===== config.mk =====
export PLATFORM = sky130hd
export DESIGN_NAME = mmsl_div
export DESIGN_NICKNAME = d
export VERILOG_FILES = /design/src/design/mmsl_pkg.sv /design/src/design/mmsl_div.sv
export SDC_FILE = /design/constraint.sdc
export NUM_CORES = 1
export LEC_CHECK = 0
export BUFFER_PORTS_ARGS = -buffer_cell sky130_fd_sc_hd__buf_2
export CORE_ASPECT_RATIO = 1.2
export CORE_MARGIN = 1.5
export CORE_UTILIZATION = 61
export DETAILED_ROUTE_END_ITERATION = 8
export PLACE_DENSITY_LB_ADDON = 0.3
export SYNTH_ARGS = -nofsm -noshare
export SYNTH_HDL_FRONTEND = slang
export SYNTH_SLANG_ARGS = --single-unit

===== constraint.sdc =====
create_clock -name i_clk -period 7.7 [get_ports i_clk]
set_clock_uncertainty 0.15 [all_clocks]
set_input_delay 0 -clock i_clk [delete_from_list [all_inputs] [get_ports i_clk]]
set_output_delay 0 -clock i_clk [all_outputs]
set_load 0.05 [all_outputs]

===== src/design/mmsl_pkg.sv =====
`timescale 1ns / 1ps
`default_nettype none
// ----------------------------------------------------------------------------
// mmsl_pkg
// Shared constants and types of the min-max segment length search block.
// ----------------------------------------------------------------------------
package mmsl_pkg;

    localparam int MAX_LENGTHS  = 1024;
    localparam int LENGTH_BITS  = 30;
    localparam int BUDGET_BITS  = 30;
    localparam int OUT_BITS     = 30;
    localparam int ADDR_BITS    = $clog2(MAX_LENGTHS);
    localparam int COUNT_BITS   = $clog2(MAX_LENGTHS + 1);
    localparam int CUT_BITS     = BUDGET_BITS + 1;
    localparam int DIV_CNT_BITS = $clog2(LENGTH_BITS);
    localparam int S_DATA_BITS  = ((LENGTH_BITS + 7) / 8) * 8;
    localparam int M_DATA_BITS  = ((OUT_BITS + 7) / 8) * 8;

    typedef enum logic [2:0] {
        ST_LOAD,
        ST_INIT,
        ST_PROBE,
        ST_READ,
        ST_WAIT,
        ST_DIV,
        ST_DONE
    } t_state;

endpackage
`default_nettype wire


===== src/design/mmsl_div.sv =====
`timescale 1ns / 1ps
`default_nettype none
// ----------------------------------------------------------------------------
// mmsl_div
// Restoring divider, one quotient bit per cycle, registered quotient.
// ----------------------------------------------------------------------------
module mmsl_div
    import mmsl_pkg::*;
(
    input  wire logic                   i_clk,
    input  wire logic                   i_rst_n,
    input  wire logic                   i_start,
    input  wire logic [LENGTH_BITS-1:0] i_dividend,
    input  wire logic [LENGTH_BITS-1:0] i_divisor,
    output logic                        o_done,
    output logic [LENGTH_BITS-1:0]      o_quotient
);

    logic                    r_busy, n_busy;
    logic                    r_done, n_done;
    logic [DIV_CNT_BITS-1:0] r_cnt, n_cnt;
    logic [LENGTH_BITS-1:0]  r_rem, n_rem;
    logic [LENGTH_BITS-1:0]  r_quo, n_quo;
    logic [LENGTH_BITS-1:0]  r_dsr, n_dsr;
    logic [LENGTH_BITS:0]    trial;
    logic                    fits;

    always_comb begin
        n_busy = r_busy;
        n_done = 1'b0;
        n_cnt  = r_cnt;
        n_rem  = r_rem;
        n_quo  = r_quo;
        n_dsr  = r_dsr;
        trial  = {r_rem, r_quo[LENGTH_BITS-1]};
        fits   = (trial >= {1'b0, r_dsr});
        if (i_start) begin
            n_busy = 1'b1;
            n_cnt  = '0;
            n_rem  = '0;
            n_quo  = i_dividend;
            n_dsr  = i_divisor;
        end else if (r_busy) begin
            n_rem = fits ? LENGTH_BITS'(trial - {1'b0, r_dsr})
                         : trial[LENGTH_BITS-1:0];
            n_quo = {r_quo[LENGTH_BITS-2:0], fits};
            n_cnt = r_cnt + DIV_CNT_BITS'(1);
            if (r_cnt == DIV_CNT_BITS'(LENGTH_BITS - 1)) begin
                n_busy = 1'b0;
                n_done = 1'b1;
            end
        end
    end

    always_ff @(posedge i_clk) begin
        if (!i_rst_n) begin
            r_busy <= 1'b0;
            r_done <= 1'b0;
            r_cnt  <= '0;
        end else begin
            r_busy <= n_busy;
            r_done <= n_done;
            r_cnt  <= n_cnt;
        end
    end

    always_ff @(posedge i_clk) begin
        r_rem <= n_rem;
        r_quo <= n_quo;
        r_dsr <= n_dsr;
    end

    assign o_done     = r_done;
    assign o_quotient = r_quo;

endmodule
`default_nettype wire


# ---- Yosys cells after proc, flatten, opt, wreduce, memory -nomap -nowiden
# Index checks and enable logic that the tools add are counted.
dict set report word_totals {
  register_bits 97
  latchBits 0
  ram_bits 0
  mem_bits_ro 0
  in_bits 63
  word_cells 22
  memories 0
}
dict set report op_classes {
  n_addsub 2
  n_mul 0
  div 0
  order_cmp 1
  eq_ne 1
  shifts 0
  n_mux 7
  bitwise_logic 2
  reduce_logical 3
}
# cell count
set ops {}
lappend ops {{$mux 30} 3}
lappend ops {{$ge 31x30->1} 1}
lappend ops {{$sub 30x30->30} 1}
lappend ops {{$add 5x1->5 const B} 1}
lappend ops {{$eq 5x5->1 const B} 1}
lappend ops {{$mux 1} 4}
lappend ops {{$reduce_or 3->1} 1}
lappend ops {{$not 1->1} 2}
lappend ops {{$reduce_bool 2->1} 1}
lappend ops {{$reduce_or 2->1} 1}

# ---- Longest topological paths before layout
# Gate-level depths: netlist of the first run.
dict set report logic_depth {
  word_depth 4
  depth_mapped 13
  depth_no_buf 13
}

# ---- Worst setup path before layout of the first run
# No wires, ideal clock.
dict set report synth_path {
  path_type {flip-flop to flip-flop}
  from {reg r_quo[29], in the netlist o_quotient[29]}
  to {reg r_rem[26]}
  setup_time_ps 133
  t_arrival_ps 3137
  setup_slack_ps 4280
  stages_incl_launch_ff 13
  n_path_buf 0
  period_less_slack_ps 3420
  path_cell_list {edfxtp_1 inv_1 ha_1 inv_1 fa_1 a21o_1 a221oi_2 a211oi_1 o41ai_1 a311oi_1 or3_1 a211oi_1 nor4_1}
}
dict set report synth_via {
  elab_chain_len 2
}
# element line
set synth_rtl {}
lappend synth_rtl {{start: declaration} mmsl_div.sv:23} ;# logic [LENGTH_BITS-1:0] r_quo, n_quo;
lappend synth_rtl {{start signal: assignment} mmsl_div.sv:69} ;# r_quo <= n_quo;
lappend synth_rtl {{$sub 30x30->30 or $ge 31x30->1 (tied branches)} {mmsl_div.sv:44, mmsl_div.sv:36}}
lappend synth_rtl {{$mux 30 (*)} mmsl_div.sv:44} ;# n_rem = fits ? LENGTH_BITS'(trial - {1'b0, r_dsr})
lappend synth_rtl {{end signal: assignment} mmsl_div.sv:68} ;# r_rem <= n_rem;
lappend synth_rtl {{end: declaration} mmsl_div.sv:22} ;# logic [LENGTH_BITS-1:0] r_rem, n_rem;
# Every way passes the cells marked *; elsewhere a longest branch is shown, timed or not.
# A chain may end at the register's enable or synchronous reset.

# ---- Worst setup path in the final report of the first run
# Ends and elaborated chain as after synthesis.

==> impl_metrics.toml, run 1 <==
[pwr]
p_leak_uw = 0.00295
switching_share = 0.338
seq_power_share = 0.474
power.density_mw_per_mm2 = 192
cell_internal_pwr_uw = 874
total_power_uw = 1320
p_sw_uw = 446
clkPwrFrac = 0.234
comb_power_share = 0.292
peakVddDrop_mv = 0.145

[timing]
fin_crit_sh = 0.466
setup_tns_ns = 0
min_period_ns = 3.59
fmax_ghz = 0.278
timing.slew.headroom = 0.330
setup_viol = 0
maxSlewViolCount = 0
rsz0062_at_grt = "no"
tightestPinTransition_ns = 1.00
hold_viol = 0

[status]
status = "complete, no violations"

[worst_setup_path]
path_cells = "inv_1 > ha_1 > inv_1 > fa_1 > a21o_1 > a221oi_2 > a211oi_1 > o41ai_1 > a311oi_1 > or3_1 > a211oi_1 > nor4_1"
crit_slowest_cell = "o41ai_1"
cp.required_ns = 7.79
cp_num_buf_inv = 2
cp_top_family = "compound AO/OA/AOI/OAI gates"
worst-setup-path-type = "reg2reg"
start_kind = "register"
crit_path_max_incr_delay_ns = 0.56
r2r-start = "o_quotient[29]"
critPathArrivalTime_ns = 3.68
cp_max_fo = 4
crit_path_start = "o_quotient[29]"
worstSetupEndpointType = "register"

[synth]
synth_most_common_cell = "nor2_1"
avgSynthCellArea_sq_um = 10.1
postSynthNetCount = 648
synthTopCellsByCount = "66 x nor2_1, 60 x edfxtp_1, 38 x inv_1, 37 x a21oi_1, 37 x dfxtp_1"
synth_fa_ha_area_frac = 0.0779
synth_compound_area_frac = 0.153
synth-seq-area-share = 0.457
synthArstFlopShare = 0
syn_inst = 551
synth_top_family_by_area = "compound AO/OA/AOI/OAI gates"
yosysTopAreaCell = "edfxtp_1"
ys_ff_latch = 97
synth_area_leaders = "edfxtp_1 32%, dfxtp_1 13%, ha_1 7.4%, mux2_2 6.1%, nor2_1 4.5%"
yosysUniqueCellTypes = 54
synthFlopType = "edfxtp_1"
synthSimpleGateAreaFrac = 0.126
synthMuxAreaShare = 0.0932
yosysTopAreaCellShare = 0.324
synth-edff-count = 60
ys_warn_count = 0
syn_area_sq_mm = 0.00556
synth_xor_xnor_area_share = 0.0441

[clock_network]
post-cts-setup-buffers = 0
cts-root-buf = "clkbuf_8"
numClockSinks = 97
cts_made_buffers = 9
cts-htree-levels = 3
clock_path_buffers = 2
clk_pin_slew_worst_paths_ns = 0.10
clk_latency_ns = 0.37
cts_tree = "done"

[final_layout]
nNetsFinal = 789
stdcell_count = 814
fill_cells = 581
drive_gt1_frac = 0.211
area_growth_pct = 23.4
diodes = 0

[global_routing]
grt_pass1_wl_mm = 22.2
grt_max_degree = 65
grt_use_total = 0.287
met2_usage = 0.514
gr-max-usage-layer = "met2"
met3_usage = 0.0459
grtUsageMet1 = 0.341
grt.overflow.total = 0
antenna_found_initial = 0
grt_pass1_vias = 4738

[floorplan]
io_pins = 94
rows = 37
core_sq_mm = 0.00870
die_w_um = 90.1
start_util = 0.639
dieArea_sq_mm = 0.00970
die_y_um = 108

[placement]
dp_hpwl_mm = 8.20
gp_congestion = 0.904
portBuffers = 93
dp.cells = 736

[detailed_routing]
dr_total_vias = 4666
first_pass_iters = 7
drc = 0
finalWirelength_mm = 13.2
ant_nets = 0
wl_per_cell_um = 16.3
drt_iter0_drc = 219
via_per_inst = 5.73

[min_path]
hold_class = "in2reg"
min_from = "i_divisor[0]"

[flow_run]
drv_cap = 0
==> cell usage in the layout (no fill, tap or decap), drive strengths merged, types with 6 or more instances in the layout <==
| cell type | netlist | final |
|---|---|---|
| o21ai | 24 | 24 |
| a211oi | 26 | 26 |
| nor2b | 6 | 6 |
| xor2 | 15 | 15 |
| inv | 38 | 41 |
| edfxtp | 60 | 60 |
| mux2i | 15 | 15 |
| clkbuf | 20 | 9 |
| dfxtp | 37 | 37 |
| dlygate4sd3 | 0 | 62 |
| nand2 | 28 | 28 |
| nor3 | 7 | 7 |
| buf | 7 | 95 |
| xnor2 | 13 | 13 |
| nand4 | 10 | 10 |
| a21oi | 37 | 37 |
| nand3 | 6 | 6 |
| nor2 | 66 | 66 |
| a21o | 14 | 14 |
| ha | 33 | 33 |
| and3 | 6 | 6 |
| mux2 | 32 | 32 |
==> sequential cells by signal, summed over array words and instances (netlist names) <==
signal,flops
r_busy,1
o_quotient,30
o_done,1
r_cnt,5
r_rem,30
r_dsr,30
==> worst reg2reg max path: stages, from the launching register on <==
cell	delay, ns
edfxtp_1	0.39
inv_1	0.10
ha_1	0.16
inv_1	0.05
fa_1	0.41
a21o_1	0.22
a221oi_2	0.39
a211oi_1	0.19
o41ai_1	0.56
a311oi_1	0.19
or3_1	0.33
a211oi_1	0.20
nor4_1	0.09
==> metal layers <==
metal | routed length, um | vias to the layer above
li1 | - | 2282
met1 | 5410 | 2183
met2 | 6740 | 176
met3 | 814 | 25
met4 | 272 | 0
met5 | 0 | -
==> path summary, 6_finish.rpt <==
kind / to / slack, ns / cells after the start
setup / recovery: r_rem[26] / 4.11 / 12
hold / removal: r_dsr[0] / 0.18 / 2
setup reg to reg: r_rem[26] / 4.11 / 12
hold reg to reg: r_rem[21] / 0.36 / 2
==> power groups by stage <==
stage | sequential (uW) | clock (uW) | combinational [uW]
detailed placement | 634 | 0 | 353
CTS | 623 | 309 | 377
floorplan | 689 | 0 | 216
global placement | 633 | 0 | 341
global route | 630 | 333 | 418
finish | 626 | 309 | 385
==> what timing repair did <==
item                      CTS  global route
hold buffers               62             0
resized for setup           0             0
hold endpoints to repair   86             0
==> final cells by class <==
cell class	instances	area [sq um]	share of cell area
clock buffers	9	124	0.0181
flip-flops and latches	97	2540	0.371
inverters	38	143	0.0208
multi-input cells	389	2750	0.401
clock inverters	7	52.6	0.00766
well taps	117	146	0.0213
repair buffers	157	1100	0.161
==> per-stage QoR <==
step | hold WS (ns) | instance area [sq um] | util | worst slack, ns
2_1_floorplan | -0.0511 | 5560 | - | 4.28
3_3_place_gp | 0.0260 | 6060 | 0.697 | 4.35
3_5_place_dp | 0.0281 | 6060 | 0.697 | 4.18
4_1_cts | 0.179 | 6860 | 0.788 | 4.15
5_1_grt | 0.181 | 6860 | 0.788 | 3.79
6_report | 0.176 | 6860 | 0.788 | 4.11
==> kinds of logic after synthesis <==
kind of cell    Yosys count
compound gates          130
xor+xnor                 28
fa+ha+maj                34
buf+inv                  65
flops                    97
mux                      47
simple gates            150
(Power assumes the default switching activity.)
==> run 2, diff against run 1 <==
--- a/config.mk
+++ b/config.mk
@@ -8,7 +8,7 @@
 export BUFFER_PORTS_ARGS = -buffer_cell sky130_fd_sc_hd__buf_2
 export CORE_ASPECT_RATIO = 1.2
 export CORE_MARGIN = 1.5
-export CORE_UTILIZATION = 61
+export CORE_UTILIZATION = 57
 export DETAILED_ROUTE_END_ITERATION = 8
 export PLACE_DENSITY_LB_ADDON = 0.3
 export SYNTH_ARGS = -nofsm -noshare
==> constraint.sdc (replaced) <==
create_clock -name i_clk -period 3.7 [get_ports i_clk]
set_clock_uncertainty 0.15 [all_clocks]
set_input_delay 0 -clock i_clk [delete_from_list [all_inputs] [get_ports i_clk]]
set_output_delay 0 -clock i_clk [all_outputs]
set_load 0.05 [all_outputs]
==> run 2 against run 1 <==
Sequential power increased by 110%. Non-clock buffer count increased by 1. Count of clock-buffer cells in the layout increased by 1. Wire length decreased by 5.0%. Via count decreased by 1.2%. Core utilization decreased by 5.2 points. Largest cell class unchanged.
==> impl_metrics.toml, run 2 (synthesized netlist as in run 1, its figures left out) <==
[timing]
setup_slack_ns = 0.265
setup_viol = 0
whs_ns = 0.00798
setup_tns_ns = 0
fmax_ghz = 0.291
fin_crit_sh = 0.928
rsz0062_at_grt = "no"
min_period_ns = 3.43
tightestPinTransition_ns = 0.704
timing.slew.headroom = 0.531
maxSlewViolCount = 0
hold_viol = 0

[floorplan]
die_w_um = 93.2
dieArea_sq_mm = 0.0104
rows = 39
die_y_um = 111
core_sq_mm = 0.00952
start_util = 0.584
io_pins = 94

[final_layout]
fill_cells = 686
area_growth_pct = 26.1
diodes = 0
final_common_cell = "buf_2"
stdcell_count = 821
nNetsFinal = 790
multi_input_area_sq_mm = 0.00276
mostFrequentLayoutCells = "92 x buf_2, 66 x nor2_1, 61 x dlygate4sd3_1"
seq_area_sq_mm = 0.00254
final_core_util = 0.737
drive_gt1_frac = 0.216

[worst_setup_path]
crit_path_max_incr_delay_ns = 0.46
path_cells = "inv_1 > ha_1 > inv_1 > fa_1 > a21o_1 > a221oi_2 > a211oi_1 > o41ai_2 > a311oi_1 > or3_1 > a211oi_1 > nor4_1"
crit_slowest_cell = "o41ai_2"
critPathArrivalTime_ns = 3.51
cp_max_fo = 4
worst-setup-path-type = "reg2reg"
worstSetupEndpointType = "register"
cp.required_ns = 3.78
start_kind = "register"

[detailed_routing]
wl_per_cell_um = 15.3
drc = 0
finalWirelength_mm = 12.6
ant_nets = 0
drt_iter0_drc = 277
via_per_inst = 5.61
dr_total_vias = 4609
first_pass_iters = 4

[clock_network]
clk_latency_ns = 0.35
cts_made_buffers = 9
cts-htree-levels = 3
cts_tree = "done"
cts-root-buf = "clkbuf_16"
clock_path_buffers = 2
numClockSinks = 97
clk_pin_slew_worst_paths_ns = 0.07

[pwr]
power.density_mw_per_mm2 = 430
p_leak_uw = 0.00302
peakVddDrop_mv = 0.314

[status]
status = "complete, no violations"

[flow_run]
drv_cap = 0

[min_path]
hold_class = "in2reg"

[global_routing]
grt_pass1_wl_mm = 21.1
antenna_found_initial = 0
grt_use_total = 0.256
grt_max_degree = 48
grt.overflow.total = 0
grt_pass1_vias = 4539

[placement]
dp_hpwl_mm = 8.36
gp_congestion = 0.883
dp.cells = 744
portBuffers = 93
preCtsSetupSlack_ns = 0.216
-- run 2: cell count changes in the layout (fill, tap and decap cells not counted), sizes merged --
| cell | before | now |
|---|---|---|
| clkbuf | 9 | 10 |
| dlygate4sd3 | 62 | 61 |
| clkinv | 4 | 0 |
| clkinvlp | 0 | 1 |
| buf | 95 | 97 |
| inv | 41 | 43 |
-- run 2: final timing paths --
path | start | end | slack (ns) | cells past startpoint
max | o_quotient[29] | r_rem[26] | 0.27 | 12
min | i_start | r_rem[21] | 0.008 | 2
max reg2reg | o_quotient[29] | r_rem[26] | 0.27 | 12
min reg2reg | r_rem[21] | r_rem[21] | 0.35 | 2
-- run 2: cell type report --
type,instances,area share
inverter,38,0.0203
clock buffer,10,0.0341
multi-input combinational,389,0.393
clock inverter,6,0.00768
timing repair buffer,158,0.160
tap,123,0.0220
sequential,97,0.363
-- run 2: power breakdown --
part | internal [uW] | leakage, uW | switching, uW | total, uW
Clock | 489 | 0.000144 | 431 | 921
Combinational | 321 | 0.00198 | 468 | 788
Sequential | 1250 | 0.000900 | 55.3 | 1310
Total | 2060 | 0.00302 | 954 | 3010
-- run 2: what timing repair did --
action	4_1_cts	5_1_grt
resized for setup	0	1
setup buffers	0	0
hold endpoints to repair	67	0
hold buffers	61	0
setup endpoints to repair	0	2
-- run 2: stage by stage --
step	power (uW)	cell area, sq um
after CTS	3030	7000
final	3010	7010
after floorplan	1880	5560
after global placement	2030	6100
after global routing	3160	7010
after detailed placement	2050	6100
-- run 2: routing by layer --
| metal | GRT usage | share of wire |
|---|---|---|
| met1 | 0.308 | 0.42 |
| met2 | 0.438 | 0.50 |
| met3 | 0.0549 | 0.050 |
| met4 | 0.102 | 0.025 |
| met5 | 0 | 0 |
-- run 2: critical path: cells and delay by family, from the launching register on --
family	cells	cell delay (ns)
compound gates	6	1.67
fa+ha+maj	2	0.56
simple gates	2	0.41
flops	1	0.38
buf+inv	2	0.16
==> run 3, diff against run 2 <==
--- a/config.mk
+++ b/config.mk
@@ -8,7 +8,7 @@
 export BUFFER_PORTS_ARGS = -buffer_cell sky130_fd_sc_hd__buf_2
 export CORE_ASPECT_RATIO = 1.2
 export CORE_MARGIN = 1.5
-export CORE_UTILIZATION = 57
+export CORE_UTILIZATION = 35
 export DETAILED_ROUTE_END_ITERATION = 8
 export PLACE_DENSITY_LB_ADDON = 0.3
 export SYNTH_ARGS = -nofsm -noshare
==> run 3 against run 2 <==
Setup slack better by 0.015 ns. Critical path depth stayed put. Register-to-register slack hardly changed. Final area is 1.8% higher. Count of clock-buffer cells in the layout stayed put. Critical path type unchanged. Highest routed layer unchanged. Clock power is 6.4% higher. Combinational power hardly changed. Largest power group unchanged. Power is 1.9% higher. Hold slack better by 0.19 ns. Core utilization is 28 points lower. Non-clock buffer count is 1 higher.
==> impl_metrics.toml, run 3 (synthesized netlist as in run 1, its figures left out) <==
[status]
status = "complete, no violations"

[worst_setup_path]
reg2reg_slack_ns = 0.28
worst-setup-path-type = "reg2reg"
start_kind = "register"
cp_num_buf_inv = 2
cp_max_fo = 4
r2r-start = "o_quotient[29]"
crit_slowest_cell = "o41ai_2"
critPathArrivalTime_ns = 3.50
path_cells = "inv_1 > ha_1 > inv_1 > fa_1 > a21o_1 > a221oi_4 > a211oi_1 > o41ai_2 > a311oi_1 > or3_1 > a211oi_1 > nor4_1"
rr_endpoint = "r_rem[26]"
cp.required_ns = 3.78
worstRegToRegCells = 12
cp_top_family = "compound AO/OA/AOI/OAI gates"
worstSetupEndpointType = "register"
crit_path_max_incr_delay_ns = 0.45

[clock_network]
clk_latency_ns = 0.37
cts_made_buffers = 9
cts_tree = "done"
cts-htree-levels = 3
clk_pin_slew_worst_paths_ns = 0.08
cts-root-buf = "clkbuf_16"
numClockSinks = 97
clock_path_buffers = 2

[pwr]
comb_power_share = 0.257
peakVddDrop_mv = 0.231
p_sw_uw = 1000
p_leak_uw = 0.00303
clkPwrFrac = 0.319
cell_internal_pwr_uw = 2070
total_power_uw = 3070
power.density_mw_per_mm2 = 430
switching_share = 0.326
seq_power_share = 0.424

[timing]
setup_viol = 0
hold_viol = 0
setup_tns_ns = 0
maxSlewViolCount = 0
setup_slack_ns = 0.280
rsz0062_at_grt = "no"
tightestPinTransition_ns = 0.711
min_period_ns = 3.42
timing.slew.headroom = 0.526
fmax_ghz = 0.292
fin_crit_sh = 0.924

[detailed_routing]
via_per_inst = 5.05
finalWirelength_mm = 12.9
drt_iter0_drc = 193
dr_total_vias = 4577
first_pass_iters = 4
wl_per_cell_um = 14.2
ant_nets = 0
drc = 0

[global_routing]
grt.overflow.total = 0
grt_pass1_wl_mm = 21.8
grtUsageMet1 = 0.191
grt_max_degree = 57
met2_usage = 0.282
gr-max-usage-layer = "met2"
met3_usage = 0.0316
grt_pass1_vias = 4703
antenna_found_initial = 0
grt_use_total = 0.161

[floorplan]
die_w_um = 118
core_sq_mm = 0.0156
die_y_um = 141
io_pins = 94
start_util = 0.357
rows = 50
dieArea_sq_mm = 0.0167

[flow_run]
drv_cap = 0

[final_layout]
drive_gt1_frac = 0.216
final_common_cell = "buf_2"
diodes = 0
area_growth_pct = 28.4
fill_cells = 1425
nNetsFinal = 791
mostFrequentLayoutCells = "92 x buf_2, 66 x nor2_1, 62 x dlygate4sd3_1"

[placement]
preCtsSetupSlack_ns = 0.140
portBuffers = 93
gp_congestion = 0.839
dp_hpwl_mm = 8.69

[min_path]
hold_class = "in2reg"
holdPathEnd = "r_dsr[14]"
min_from = "i_divisor[14]"
holdPathStages = 2
## run 3: cell types whose count changed in the layout (fill, tap and decap cells not counted), sizes merged
cell,delta
clkinv,+1
clkinvlp,-1
dlygate4sd3,+1
## run 3: repair_timing
| action | CTS | global route |
|---|---|---|
| hold endpoints to repair | 76 | 0 |
| buffers inserted | 0 | 0 |
| resized for setup | 0 | 2 |
| endpoints found under the setup margin | 0 | 2 |
| hold buffers | 62 | 0 |
## run 3: worst reg2reg max path, stage by stage (launching register included)
cell and delay, ns:
edfxtp_1 0.39, inv_1 0.11, ha_1 0.15, inv_1 0.04
fa_1 0.40, a21o_1 0.24, a221oi_4 0.31, a211oi_1 0.18
o41ai_2 0.45, a311oi_1 0.17, or3_1 0.34, a211oi_1 0.27
nor4_1 0.09
## run 3: how the worst max path moves through the flow
stage	cells after the start	slack, ns	start	to
finish	12	0.28	o_quotient[29]	r_rem[26]
global route	12	0.05	o_quotient[29]	r_rem[26]
CTS	12	0.11	o_quotient[29]	r_rem[26]
detailed placement	12	0.14	o_quotient[29]	r_rem[26]
global placement	12	0.27	o_quotient[29]	r_rem[26]
floorplan	12	0.28	o_quotient[29]	r_rem[26]
## run 3: power groups by stage
| stage | combinational (uW) | sequential (uW) | clock, uW |
|---|---|---|---|
| floorplan | 449 | 1430 | 0 |
| global placement | 724 | 1320 | 0 |
| detailed placement | 731 | 1320 | 0 |
| CTS | 784 | 1300 | 1010 |
| global route | 869 | 1310 | 1050 |
| finish | 789 | 1300 | 980 |
## run 3: metal layers
metal / vias to the layer above / wire length [um]
met1: 2155 / 5730
met5: - / 0
li1: 2286 / -
met3: 16 / 617
met2: 120 / 6250
met4: 0 / 269
## run 3: area by class of cell
cell class / count / area [sq um] / share of cell area
inverter: 38 / 143 / 0.0200
clock buffer: 10 / 239 / 0.0335
tap: 208 / 260 / 0.0365
clock inverter: 6 / 67.6 / 0.00947
multi-input combinational: 389 / 2770 / 0.388
sequential: 97 / 2540 / 0.356
timing repair buffer: 159 / 1120 / 0.157
## run 3: per-stage QoR
step	cell area, sq um	hold slack (ns)	util	std cells
finish	7140	0.193	0.458	907
global route	7140	0.194	0.458	907
CTS	7120	0.183	0.457	907
detailed placement	6190	0.0284	0.398	829
global placement	6190	0.0299	0.398	829
floorplan	5560	-0.0511	-	551
